`config.mk`:
```
export PLATFORM = sky130hd
export DESIGN_NAME = fp8_e4m3_multiply_flat
export DESIGN_NICKNAME = d
export VERILOG_FILES = /design/src/rtl/core/f8m_pkg.sv /design/src/rtl/core/f8m_stream_if.sv /design/src/rtl/core/f8m_unpack.sv /design/src/rtl/core/fp8_e4m3_multiply.sv /design/src/flat_wrapper.sv
export SDC_FILE = /design/constraint.sdc
export NUM_CORES = 1
export LEC_CHECK = 0
export ABC_AREA = 1
export BUFFER_PORTS_ARGS = -buffer_cell sky130_fd_sc_hd__buf_4
export CAP_MARGIN = 20
export CORE_MARGIN = 1.5
export CORE_UTILIZATION = 30
export DETAILED_ROUTE_END_ITERATION = 10
export SYNTH_ARGS = -nofsm -noshare
export SYNTH_HDL_FRONTEND = slang
export SYNTH_SLANG_ARGS = --single-unit
```
`constraint.sdc`:
```
create_clock -name clk_i -period 3.7 [get_ports clk_i]
set_input_delay 0.74 -clock clk_i [delete_from_list [all_inputs] [get_ports clk_i]]
set_output_delay 0.74 -clock clk_i [all_outputs]
set_load 0.05 [all_outputs]
```
`src/rtl/core/f8m_pkg.sv`:
```
`default_nettype none
package f8m_pkg;
  localparam logic [7:0] NanCode = 8'h7F;
  localparam logic [7:0] MaxMag  = 8'h7E;
  localparam logic [7:0] SignBit = 8'h80;
  localparam int         ExpTop  = 15;
  localparam int         Bias    = 7;

  typedef struct packed {
    logic [7:0] operand_a;
    logic [7:0] operand_b;
  } f8m_req_t;

  typedef struct packed {
    logic [7:0] product;
  } f8m_rsp_t;
endpackage
`default_nettype wire

```
`src/rtl/core/f8m_stream_if.sv`:
```
`default_nettype none
interface f8m_stream_if #(
  parameter int Width = 8
);
  logic             valid;
  logic             ready;
  logic [Width-1:0] data;

  modport source (output valid, output data, input ready);
  modport sink (input valid, input data, output ready);
endinterface
`default_nettype wire

```
`src/rtl/core/f8m_unpack.sv`:
```
`default_nettype none
// decodes one code into a hidden-one significand and a signed biased exponent
module f8m_unpack (
  input  wire logic [7:0] code_i,
  output logic      [3:0] sig_o,
  output logic signed [5:0] exp_o
);
  logic [3:0] e;
  logic [2:0] m;

  assign e = code_i[6:3];
  assign m = code_i[2:0];

  always_comb begin
    if (e != 4'd0) begin
      sig_o = {1'b1, m};
      exp_o = $signed({2'b00, e});
    end else if (m[2]) begin
      sig_o = {m, 1'b0};
      exp_o = 6'sd0;
    end else if (m[1]) begin
      sig_o = {m[1:0], 2'b00};
      exp_o = -6'sd1;
    end else begin
      sig_o = {m[0], 3'b000};
      exp_o = -6'sd2;
    end
  end
endmodule
`default_nettype wire

```
`src/rtl/core/fp8_e4m3_multiply.sv`:
```
`default_nettype none
// FP8 E4M3FN multiplier. One request can enter every cycle unless the output is stalled.
// There are three register stages: decode, significand multiply, and normalize/round/pack.
// A request passes through all three before its product is valid. A stall on the output
// holds all stages. Nothing is dropped or repeated.
module fp8_e4m3_multiply (
  input  wire logic clk_i,
  input  wire logic rst_ni,
  f8m_stream_if.sink   req_i,
  f8m_stream_if.source rsp_o
);
  import f8m_pkg::*;

  logic adv;
  logic v1_q, v2_q, v3_q;

  // stage 1: decode
  logic [3:0] sa, sb;
  logic signed [5:0] ea, eb;
  logic [7:0] a, b;
  logic spec1_d;
  logic [7:0] spec1_val_d;

  logic       spec1_q;
  logic [7:0] spec1_val_q;
  logic       sign1_q;
  logic [3:0] sa_q, sb_q;
  logic signed [6:0] er1_q;

  // stage 2: multiply
  logic       spec2_q;
  logic [7:0] spec2_val_q;
  logic       sign2_q;
  logic [7:0] prod2_q;
  logic signed [6:0] er2_q;

  // stage 3 output
  logic [7:0] out_d, out_q;

  assign adv = !v3_q || rsp_o.ready;
  assign req_i.ready = adv;
  assign a = req_i.data[15:8];
  assign b = req_i.data[7:0];

  f8m_unpack u_unpack_a (.code_i(a), .sig_o(sa), .exp_o(ea));
  f8m_unpack u_unpack_b (.code_i(b), .sig_o(sb), .exp_o(eb));

  always_comb begin
    spec1_d = 1'b0;
    spec1_val_d = '0;
    if (a[6:0] == NanCode[6:0] || b[6:0] == NanCode[6:0]) begin
      spec1_d = 1'b1;
      spec1_val_d = NanCode;
    end else if (a[6:0] == 7'd0 || b[6:0] == 7'd0) begin
      spec1_d = 1'b1;
      spec1_val_d = (a ^ b) & SignBit;
    end
  end

  always_ff @(posedge clk_i or negedge rst_ni) begin
    if (!rst_ni) begin
      v1_q <= 1'b0;
      v2_q <= 1'b0;
      v3_q <= 1'b0;
    end else if (adv) begin
      v1_q <= req_i.valid;
      v2_q <= v1_q;
      v3_q <= v2_q;
    end
  end

  always_ff @(posedge clk_i) begin
    if (adv) begin
      spec1_q     <= spec1_d;
      spec1_val_q <= spec1_val_d;
      sign1_q     <= a[7] ^ b[7];
      sa_q        <= sa;
      sb_q        <= sb;
      er1_q       <= 7'(ea) + 7'(eb) - 7'(Bias);
      spec2_q     <= spec1_q;
      spec2_val_q <= spec1_val_q;
      sign2_q     <= sign1_q;
      prod2_q     <= {4'b0000, sa_q} * {4'b0000, sb_q};
      er2_q       <= er1_q;
      out_q       <= out_d;
    end
  end

  // stage 3: normalize, round, pack
  logic signed [6:0] er;
  logic [2:0] mr;
  logic [3:0] mr_inc;
  logic       g, st;

  always_comb begin
    if (prod2_q[7]) begin
      er = er2_q + 7'sd1;
      mr = prod2_q[6:4];
      g  = prod2_q[3];
      st = |prod2_q[2:0];
    end else begin
      er = er2_q;
      mr = prod2_q[5:3];
      g  = prod2_q[2];
      st = |prod2_q[1:0];
    end
    mr_inc = {1'b0, mr} + {3'b000, g & (mr[0] | st)};
    if (mr_inc[3]) begin
      er = er + 7'sd1;
    end
    if (spec2_q) begin
      out_d = spec2_val_q;
    end else if (er > 7'(ExpTop) || (er == 7'(ExpTop) && mr_inc[2:0] == 3'd7)) begin
      out_d = {sign2_q, MaxMag[6:0]};
    end else if (er <= 7'sd0) begin
      out_d = {sign2_q, 7'd0};
    end else begin
      out_d = {sign2_q, er[3:0], mr_inc[2:0]};
    end
  end

  assign rsp_o.valid = v3_q;
  assign rsp_o.data  = out_q;
endmodule
`default_nettype wire

```
`src/flat_wrapper.sv`:
```
// flat-port wrapper written by rule: the top's interface ports become plain ports
module fp8_e4m3_multiply_flat import f8m_pkg::*;
  (clk_i, rst_ni, req_i_valid, req_i_data, req_i_ready, rsp_o_valid, rsp_o_data, rsp_o_ready);
  f8m_stream_if #(.Width(16)) req_i_i ();
  f8m_stream_if #(.Width(8)) rsp_o_i ();
  input  wire logic clk_i;
  input  wire logic rst_ni;
  input wire logic [$bits(req_i_i.valid)-1:0] req_i_valid;
  input wire logic [$bits(req_i_i.data)-1:0] req_i_data;
  output wire logic [$bits(req_i_i.ready)-1:0] req_i_ready;
  output wire logic [$bits(rsp_o_i.valid)-1:0] rsp_o_valid;
  output wire logic [$bits(rsp_o_i.data)-1:0] rsp_o_data;
  input wire logic [$bits(rsp_o_i.ready)-1:0] rsp_o_ready;
  assign req_i_i.valid = req_i_valid;
  assign req_i_i.data = req_i_data;
  assign req_i_ready = req_i_i.ready;
  assign rsp_o_valid = rsp_o_i.valid;
  assign rsp_o_data = rsp_o_i.data;
  assign rsp_o_i.ready = rsp_o_ready;
  fp8_e4m3_multiply u_core (.clk_i(clk_i), .rst_ni(rst_ni), .req_i(req_i_i), .rsp_o(rsp_o_i));
endmodule
```
Yosys cells after proc, flatten, opt, wreduce, memory -nomap -nowiden
Cells that the tools add are included.
{"block": "totals", "ff_bits": 61, "input_bits": 20, "out_inout_bits": 10, "word_cells": 71}
{"block": "op_classes", "eq_ne": 4, "muxes": 21, "multipliers": 1, "n_addsub": 5, "order_cmp": 2, "n_reduce_logical": 15, "n_bitwise": 5}
{"op": "$mux 7", "n": 4}
{"op": "$mux 6", "n": 4}
{"op": "$mux 3", "n": 7}
{"op": "$add 7x2->7 const B", "n": 2}
{"op": "$eq 7x7->1 const B", "n": 2}
{"op": "$logic_not 7->1", "n": 2}
{"op": "$reduce_or 3->1", "n": 3}
{"op": "$mul 4x4->8", "n": 1}
{"op": "$mux 8", "n": 1}
{"op": "$reduce_bool 4->1", "n": 2}
{"op": "$xor 8x8->8", "n": 1}
{"op": "$add 6x6->7", "n": 1}
{"op": "$eq 7x5->1 const B", "n": 1}
{"op": "$gt 7x5->1 const B", "n": 1}
{"op": "$le 7x1->1 const B", "n": 1}
{"op": "$sub 7x4->7 const B", "n": 1}
{"op": "$mux 1", "n": 5}
{"op": "$add 3x1->4", "n": 1}
{"op": "$logic_or 1x1->1", "n": 4}
{"op": "$reduce_or 2->1", "n": 2}
{"op": "$eq 3x3->1 const B", "n": 1}
{"op": "$and 1x1->1", "n": 1}
{"op": "$logic_and 1x1->1", "n": 1}
{"op": "$logic_not 1->1", "n": 1}
{"op": "other kinds (3)", "n": 3}

Longest topological paths before layout
Gate-level depths: netlist (run 1).
{"block": "depth", "word_depth": 11, "depth_mapped": 17, "depth_no_buf": 16}

By module
From an unflattened synthesis (run 1), not the netlist that was laid out.
{"block": "unflattened", "cells_unflattened": 389, "hier_area_um2": 3427.0}
{"mod": "fp8_e4m3_multiply", "cells_per_inst": 341, "instances": 1, "area_per_inst_um2": 3174.3, "seq_area_each_um2": 1456.4}
{"mod": "f8m_unpack", "cells_per_inst": 24, "instances": 2, "area_per_inst_um2": 126.4, "seq_area_each_um2": 0.0}

Worst setup path before layout (run 1)
OpenSTA, ideal clock, no wires.
{"block": "synth_timing", "kind": "input-to-reg", "start": "in req_i_data[13]", "end": "reg u_core.er1_q[6] (data pin)", "setup_ns": 0.130, "n_path_buf": 0, "stages": 11, "path_slack_ns": 0.527, "t_required_ns": 3.570, "arrival_ns": 3.043, "cell_sequence": "nor4_1 inv_1 nor2_1 nor2_1 ha_1 inv_1 ha_1 a21oi_1 nand2_1 a2111oi_0 a21o_1"}
{"block": "synth_via", "elab_chain_cells": 4}
{"element": "start: declaration", "line_no": "flat_wrapper.sv:9", "text": "input wire logic [$bits(req_i_i.data)-1:0] req_i_data;"}
{"element": "$reduce_bool 4->1", "line_no": "f8m_unpack.sv:15", "text": "if (e != 4'd0) begin"}
{"element": "$mux 6 (*)", "line_no": "f8m_unpack.sv:15"}
{"element": "$add 6x6->7 (*)", "line_no": "fp8_e4m3_multiply.sv:79", "text": "er1_q <= 7'(ea) + 7'(eb) - 7'(Bias);"}
{"element": "$sub 7x4->7 (*)", "line_no": "fp8_e4m3_multiply.sv:79"}
{"element": "end signal: assignment", "line_no": "fp8_e4m3_multiply.sv:79"}
{"element": "end: declaration", "line_no": "fp8_e4m3_multiply.sv:28", "text": "logic signed [6:0] er1_q;"}
Every way passes the cells marked *; elsewhere a longest branch is shown, timed or not.
A chain may end at the register's enable or synchronous reset.

Worst setup path after layout (run 1)
{"block": "layout_timing", "start": "in req_i_data[4]", "end": "reg u_core.er1_q[6] (data pin)"}
Same word-level chain as after synthesis.

==> results.sh, run 1 <==
export IMPL_grt_overflow_total=0
export IMPL_port_buffers=29
export IMPL_post_synth_most_frequent_cells="nand2_1 (98), inv_1 (68), edfxtp_1 (46)"
export IMPL_clock_tree_from_tritoncts="built"
export IMPL_dpl_hpwl_mm=4.31
export IMPL_grt_usage_pct=9.87
export IMPL_tritoncts_num_buffers=5
export IMPL_cts_num_sinks=49
export IMPL_maximum_number_of_pins_on_one_net_before_global_route_repair=51
export IMPL_htree_num_levels=2
export IMPL_crit_arrival_ps=3400
export IMPL_worstPathCellList="buf_4, nor4_1, inv_1, nor2_1, nor2_1, ha_1, inv_1, ha_1, a21oi_1, nand2_1, a2111oi_0, a21o_1"
export IMPL_drive_above_1_share_pct=20.9
export IMPL_critical_path_peak_fanout=6
export IMPL_irDropWorstVdd_mv=0.446
export IMPL_netlist_instances=365
export IMPL_yosys_top_cells_area="edfxtp_1 (41%), nand2_1 (11%), ha_1 (9.4%), inv_1 (7.6%), fa_1 (3.0%)"
export IMPL_drc_violation_count_after_routing=0
export IMPL_initialDrtViolationCount=87
export IMPL_synth_top_area_share_pct=41.4
export IMPL_detailedRoute_firstPassIterationCount=4
export IMPL_crit_path_start_kind="input port"
export IMPL_cts_root_buf="clkbuf_8"
export IMPL_post_drt_via_cell_ratio=4.31
export IMPL_total_leakage_power_nw=1.88
export IMPL_ys_types=37
export IMPL_final_seq_area_sq_um=1460
export IMPL_growth_of_design_area_from_synthesis_to_finish_pct=14.8
export IMPL_clk_pin_slew_ps=100
export IMPL_clk_path_buf_depth=2
export IMPL_final_weighted_congestion_of_routability_driven_global_placement=0.830
export IMPL_routed_via_count=2335
export IMPL_worst_slew_pin_transition_ps=861
export IMPL_dp_slack_ps=288
export IMPL_core_area_sq_um=10800
export IMPL_grt_antenna_before_repair=0
export IMPL_synthesis_area_per_instance_sq_um=9.14
export IMPL_data_required_time_at_the_worst_endpoint_ps=3890
export IMPL_kind_of_path_behind_the_tightest_hold_check="in2async"
export IMPL_detail_route_wl_per_cell_microns=9.89
export IMPL_routed_wirelength_mm=5.36
export IMPL_cap_violations=0
export IMPL_clock_skew_final_ps=13.7
export IMPL_timing_final_max_slew_violations=0
export IMPL_cts_setup_buffers=0
export IMPL_critical_path_class="in2reg"
export IMPL_synth_enable_flop_cells=46
export IMPL_outcome="finished clean"
export IMPL_layout_setup_ws_ps=489
export IMPL_finalSetupViolCount=0
export IMPL_pin_count=30
export IMPL_report_final_hold_viol_count=0
export IMPL_net_count_of_the_mapped_netlist=415
export IMPL_clock_latency_ps=310
export IMPL_grt_setup_unrepaired="false"
export IMPL_netlist_area_sq_um=3340
export IMPL_final_min_period_over_clock_period_pct=86.8
export IMPL_path_delay_family="simple AND/OR/NAND/NOR gates"
export IMPL_fp_dieArea_sq_um=11800
export IMPL_via_count_of_the_first_global_routing_pass=2278
export IMPL_critical_path_endpoint_type="register"
export IMPL_synth_top_cell_by_area="edfxtp_1"
export IMPL_synth_seq_cells=49
export IMPL_area_of_combinational_cells_with_multiple_inputs_sq_um=1580
export IMPL_delay_of_the_slowest_cell_on_the_worst_path_ps=520
export IMPL_critPathBufInv=3
export IMPL_antennaDiodeCount=0
export IMPL_clock_power_share_pct=15.1
export IMPL_die_x_microns=108
export IMPL_max_clock_freq_ghz=0.311
export IMPL_yosys_warnings=0
export IMPL_antenna_left=0
export IMPL_finalCriticalPeriod_ps=3210
export IMPL_final_setup_tns_ps=0
export IMPL_combPwrFrac_pct=48.9
export IMPL_grt_first_pass_wirelength_mm=9.31
export IMPL_proportion_of_synthesized_chip_area_in_sequential_cells_pct=43.6
export IMPL_cp_slowest_cell="nor4_1"
export IMPL_cts_repair_resize_count=0
export IMPL_row_count=38
export IMPL_max_slew_margin_vs_limit_pct=42.6
export IMPL_synth_ff_type="edfxtp_1"
export IMPL_p_per_area_nw_per_um2=683
export IMPL_switchingPower_mw=1.13
export IMPL_cts_hold_buffers_added=0
export IMPL_sequentialPowerShare_pct=36.0
export IMPL_switching_share_of_power_pct=43.3
export IMPL_internal_power_mw=1.48
export IMPL_start_util_pct=30.8
export IMPL_async_flop_share_pct=6.12
export IMPL_layout_nets=451
export IMPL_fillerInstances=1123
export IMPL_fp_dieH_microns=108
export IMPL_yosysMostFrequentCell="nand2_1"
-- layout by cell type, fill, tap and decap left out, types with 2 or more instances in the layout --
master,n
a21oi_1,9
buf_4,31
clkbuf_8,5
dfrtp_1,3
edfxtp_1,46
fa_1,5
ha_1,25
inv_1,68
inv_2,2
inv_6,2
nand2_1,97
nand2_2,13
nand2_4,3
nand3_1,17
nand3_2,5
nand3_4,2
nand4_1,6
nor2_1,15
nor2_2,5
nor2_4,5
nor4_1,3
o21ai_0,5
o21ai_1,3
o21ai_2,4
or2_2,2
xnor2_1,2
xor2_1,7
-- cell type report --
type                            count  share of cell area (%)
Tap cell                          140                    4.57
Clock inverter                      3                    1.24
Sequential cell                    49                    38.0
Inverter                           71                    7.02
Multi-Input combinational cell    243                    41.3
Timing Repair Buffer               31                    6.07
Clock buffer                        5                    1.80
-- power by group through the flow --
| stage | Clock (mW) | Combinational, mW | Sequential, mW |
|---|---|---|---|
| 3_3_place_gp | 0 | 1.27 | 0.954 |
| 3_5_place_dp | 0 | 1.29 | 0.960 |
| 2_1_floorplan | 0 | 0.947 | 1.07 |
| 5_1_grt | 0.424 | 1.46 | 0.966 |
| 4_1_cts | 0.409 | 1.30 | 0.947 |
| 6_report | 0.395 | 1.28 | 0.943 |
-- per-stage QoR --
step,util [%],hold WS [ps],power [mW],cells,instance area (sq um)
6_report,35.4,195,2.62,542,3830
5_1_grt,35.4,176,2.85,542,3830
4_1_cts,35.4,184,2.66,542,3830
3_5_place_dp,34.3,405,2.25,534,3720
3_3_place_gp,34.3,404,2.23,534,3720
2_1_floorplan,-,400,2.02,365,3340
-- worst reg2reg max path, cell delays in order (launching register included) --
cell      delay (ps)
edfxtp_1         440
nand2_1           90
inv_1             50
fa_1             530
inv_1             50
fa_1             530
inv_1             70
ha_1             200
a21oi_1          140
inv_1             50
a31oi_1          200
o21ai_0          110
a21oi_1          150
xnor2_1           80
-- path summary, 6_finish.rpt --
check / from / slack [ps] / depth (start not counted) / endpoint
max in group asynchronous: rst_ni / 3420 / 1 / u_core.rsp_o.valid$_DFFE_PN0P_
setup reg to reg: u_core.sb_q[3]$_SDFFCE_PP1P_ / 750 / 13 / u_core.prod2_q[7]$_DFFE_PP_
hold / removal: rst_ni / 200 / 1 / u_core.v1_q$_DFFE_PN0P_
hold reg to reg: u_core.sign1_q$_DFFE_PP_ / 430 / 0 / u_core.sign2_q$_DFFE_PP_
setup / recovery: req_i_data[4] / 490 / 12 / u_core.er1_q[6]$_DFFE_PP_
min in group clk_i: u_core.sign1_q$_DFFE_PP_ / 430 / 0 / u_core.sign2_q$_DFFE_PP_
-- routing by layer --
metal | GRT usage, % | vias to the layer above | wire (microns)
li1 | - | 1243 | -
met1 | 11.0 | 1027 | 2460
met2 | 17.6 | 48 | 2530
met3 | 1.87 | 17 | 189
met4 | 5.45 | 0 | 179
met5 | 0 | - | 0
-- state kept, by name, summed over array words and instances, names as in the netlist, 2 cells and up --
name                flops
u_core.er2_q            7
u_core.spec2_val_q      2
u_core.sb_q             4
u_core.prod2_q          8
u_core.spec1_val_q      2
u_core.er1_q            7
u_core.sa_q             4
u_core.rsp_o.data       8
-- cell families (layout without fill, tap and decap cells) --
family | count (synthesis) | count (layout) | synth area share, %
fa+ha+maj | 30 | 30 | 12.4
buf+inv | 73 | 110 | 9.00
simple gates | 176 | 176 | 26.7
xor+xnor | 10 | 10 | 3.19
flops | 49 | 49 | 43.6
compound gates | 26 | 26 | 4.72
mux | 1 | 1 | 0.337
Note: power is estimated with default switching activity, not from simulation.
==> run 2: changes to the inputs <==
- CTS_BUF_LIST: unset -> sky130_fd_sc_hd__clkbuf_4
==> run 2 against run 1 <==
First-iteration DRC count is 25% lower. Via count is 0.34% lower. Maximum frequency is 5.2% higher. Sequential cell count stayed put. Hold slack worse by 92 ps. Highest routed layer unchanged. Clock power is 16% lower. Cell count stayed put.
==> results.sh, run 2 (same netlist as run 1, synthesis figures left out) <==
export IMPL_outcome="finished clean"
export IMPL_dpl_hpwl_mm=4.31
export IMPL_htree_num_levels=2
export IMPL_row_count=38
export IMPL_fillerInstances=1128
export IMPL_final_min_period_over_clock_period_pct=82.5
export IMPL_final_cells=542
export IMPL_core_area_sq_um=10800
export IMPL_clock_tree_from_tritoncts="built"
export IMPL_maximum_number_of_pins_on_one_net_before_global_route_repair=51
export IMPL_post_drt_via_cell_ratio=4.29
export IMPL_fp_dieH_microns=108
export IMPL_timing_final_max_slew_violations=0
export IMPL_grt_usage_pct=9.84
export IMPL_clk_path_buf_depth=2
export IMPL_max_clock_freq_ghz=0.328
export IMPL_via_count_of_the_first_global_routing_pass=2266
export IMPL_cap_violations=0
export IMPL_initialDrtViolationCount=65
export IMPL_finalSetupViolCount=0
export IMPL_cts_hold_buffers_added=0
export IMPL_routed_wirelength_mm=5.33
export IMPL_drc_violation_count_after_routing=0
export IMPL_layout_nets=451
export IMPL_detailedRoute_firstPassIterationCount=4
export IMPL_start_util_pct=30.8
export IMPL_max_slew_margin_vs_limit_pct=42.7
export IMPL_grt_overflow_total=0
export IMPL_finalCriticalPeriod_ps=3050
export IMPL_crit_arrival_ps=3320
export IMPL_fp_dieArea_sq_um=11800
export IMPL_irDropWorstVdd_mv=0.440
export IMPL_data_required_time_at_the_worst_endpoint_ps=3970
export IMPL_kind_of_path_behind_the_tightest_hold_check="in2async"
export IMPL_cts_num_sinks=49
export IMPL_grt_setup_unrepaired="false"
export IMPL_pin_count=30
export IMPL_port_buffers=29
export IMPL_final_setup_tns_ps=0
export IMPL_antenna_left=0
export IMPL_tritoncts_num_buffers=5
export IMPL_layout_common_cells="nand2_1 (97), inv_1 (68), edfxtp_1 (46)"
export IMPL_cts_root_buf="clkbuf_4"
export IMPL_critical_path_class="in2reg"
export IMPL_routed_via_count=2327
export IMPL_cts_repair_resize_count=0
export IMPL_grt_antenna_before_repair=0
export IMPL_crit_path_start_kind="input port"
export IMPL_final_weighted_congestion_of_routability_driven_global_placement=0.830
export IMPL_grt_first_pass_wirelength_mm=9.30
export IMPL_critical_path_endpoint_type="register"
export IMPL_clk_pin_slew_ps=160
export IMPL_report_final_hold_viol_count=0
export IMPL_worst_slew_pin_transition_ps=860
export IMPL_drive_above_1_share_pct=20.9
export IMPL_total_leakage_power_nw=1.86
export IMPL_layout_cells_most_common="nand2_1"
export IMPL_die_x_microns=108
export IMPL_dpl_cell_count=534
export IMPL_critical_path_peak_fanout=6
export IMPL_p_per_area_nw_per_um2=672
export IMPL_clock_latency_ps=380
export IMPL_clock_skew_final_ps=21.1
export IMPL_detail_route_wl_per_cell_microns=9.84
export IMPL_antennaDiodeCount=0
export IMPL_cts_setup_buffers=0
export IMPL_growth_of_design_area_from_synthesis_to_finish_pct=13.9
-- run 2: power breakdown --
group	leakage, nW	internal [mW]	switching (mW)
registers	0.503	0.829	0.113
logic	1.31	0.447	0.833
clock network	0.0462	0.147	0.184
-- run 2: layout make-up --
type / count / area (sq um) / share of cell area (%)
inverters: 71 / 269 / 7.08
repair buffers: 31 / 233 / 6.12
flip-flops and latches: 49 / 1460 / 38.3
clock inverters: 3 / 47.5 / 1.25
multi-input cells: 243 / 1580 / 41.6
well taps: 140 / 175 / 4.61
clock buffers: 5 / 37.5 / 0.987
-- run 2: worst paths after layout --
check / cells after the start / slack [ps] / endpoint / start
max in group asynchronous: 1 / 3510 / u_core.rsp_o.valid$_DFFE_PN0P_ / rst_ni
worst max register to register: 13 / 740 / u_core.prod2_q[7]$_DFFE_PP_ / u_core.sb_q[3]$_SDFFCE_PP1P_
worst min register to register: 0 / 440 / u_core.er2_q[5]$_DFFE_PP_ / u_core.er1_q[5]$_DFFE_PP_
min in group clk_i: 0 / 440 / u_core.er2_q[5]$_DFFE_PP_ / u_core.er1_q[5]$_DFFE_PP_
worst min-delay path: 1 / 100 / u_core.v1_q$_DFFE_PN0P_ / rst_ni
worst max-delay path: 12 / 650 / u_core.er1_q[6]$_DFFE_PP_ / req_i_data[4]
-- run 2: critical path, stage by stage --
cell and delay [ps]:
buf_4 120, nor4_1 460, inv_1 170, nor2_1 310, nor2_1 80, ha_1 290, inv_1 40, ha_1 340
a21oi_1 160, nand2_1 100, a2111oi_0 390, a21o_1 130
-- run 2: stage by stage --
| step | area [sq um] | hold slack [ps] | utilization [%] | setup WS, ps | total power [mW] |
|---|---|---|---|---|---|
| finish | 3800 | 103 | 35.1 | 647 | 2.55 |
| global route | 3800 | 70.4 | 35.1 | 387 | 2.78 |
| CTS | 3800 | 95.5 | 35.1 | 703 | 2.59 |
| detailed placement | 3720 | 405 | 34.3 | 288 | 2.25 |
| global placement | 3720 | 404 | 34.3 | 400 | 2.23 |
| floorplan | 3340 | 400 | - | 527 | 2.02 |
-- run 2: layer usage --
layer / routed length [microns] / global-route usage, % / up-vias
met1: 2460 / 11.2 / 1026
met3: 192 / 2.41 / 13
li1: - / - / 1246
met2: 2570 / 17.4 / 42
met4: 113 / 4.32 / 0
met5: 0 / 0 / -
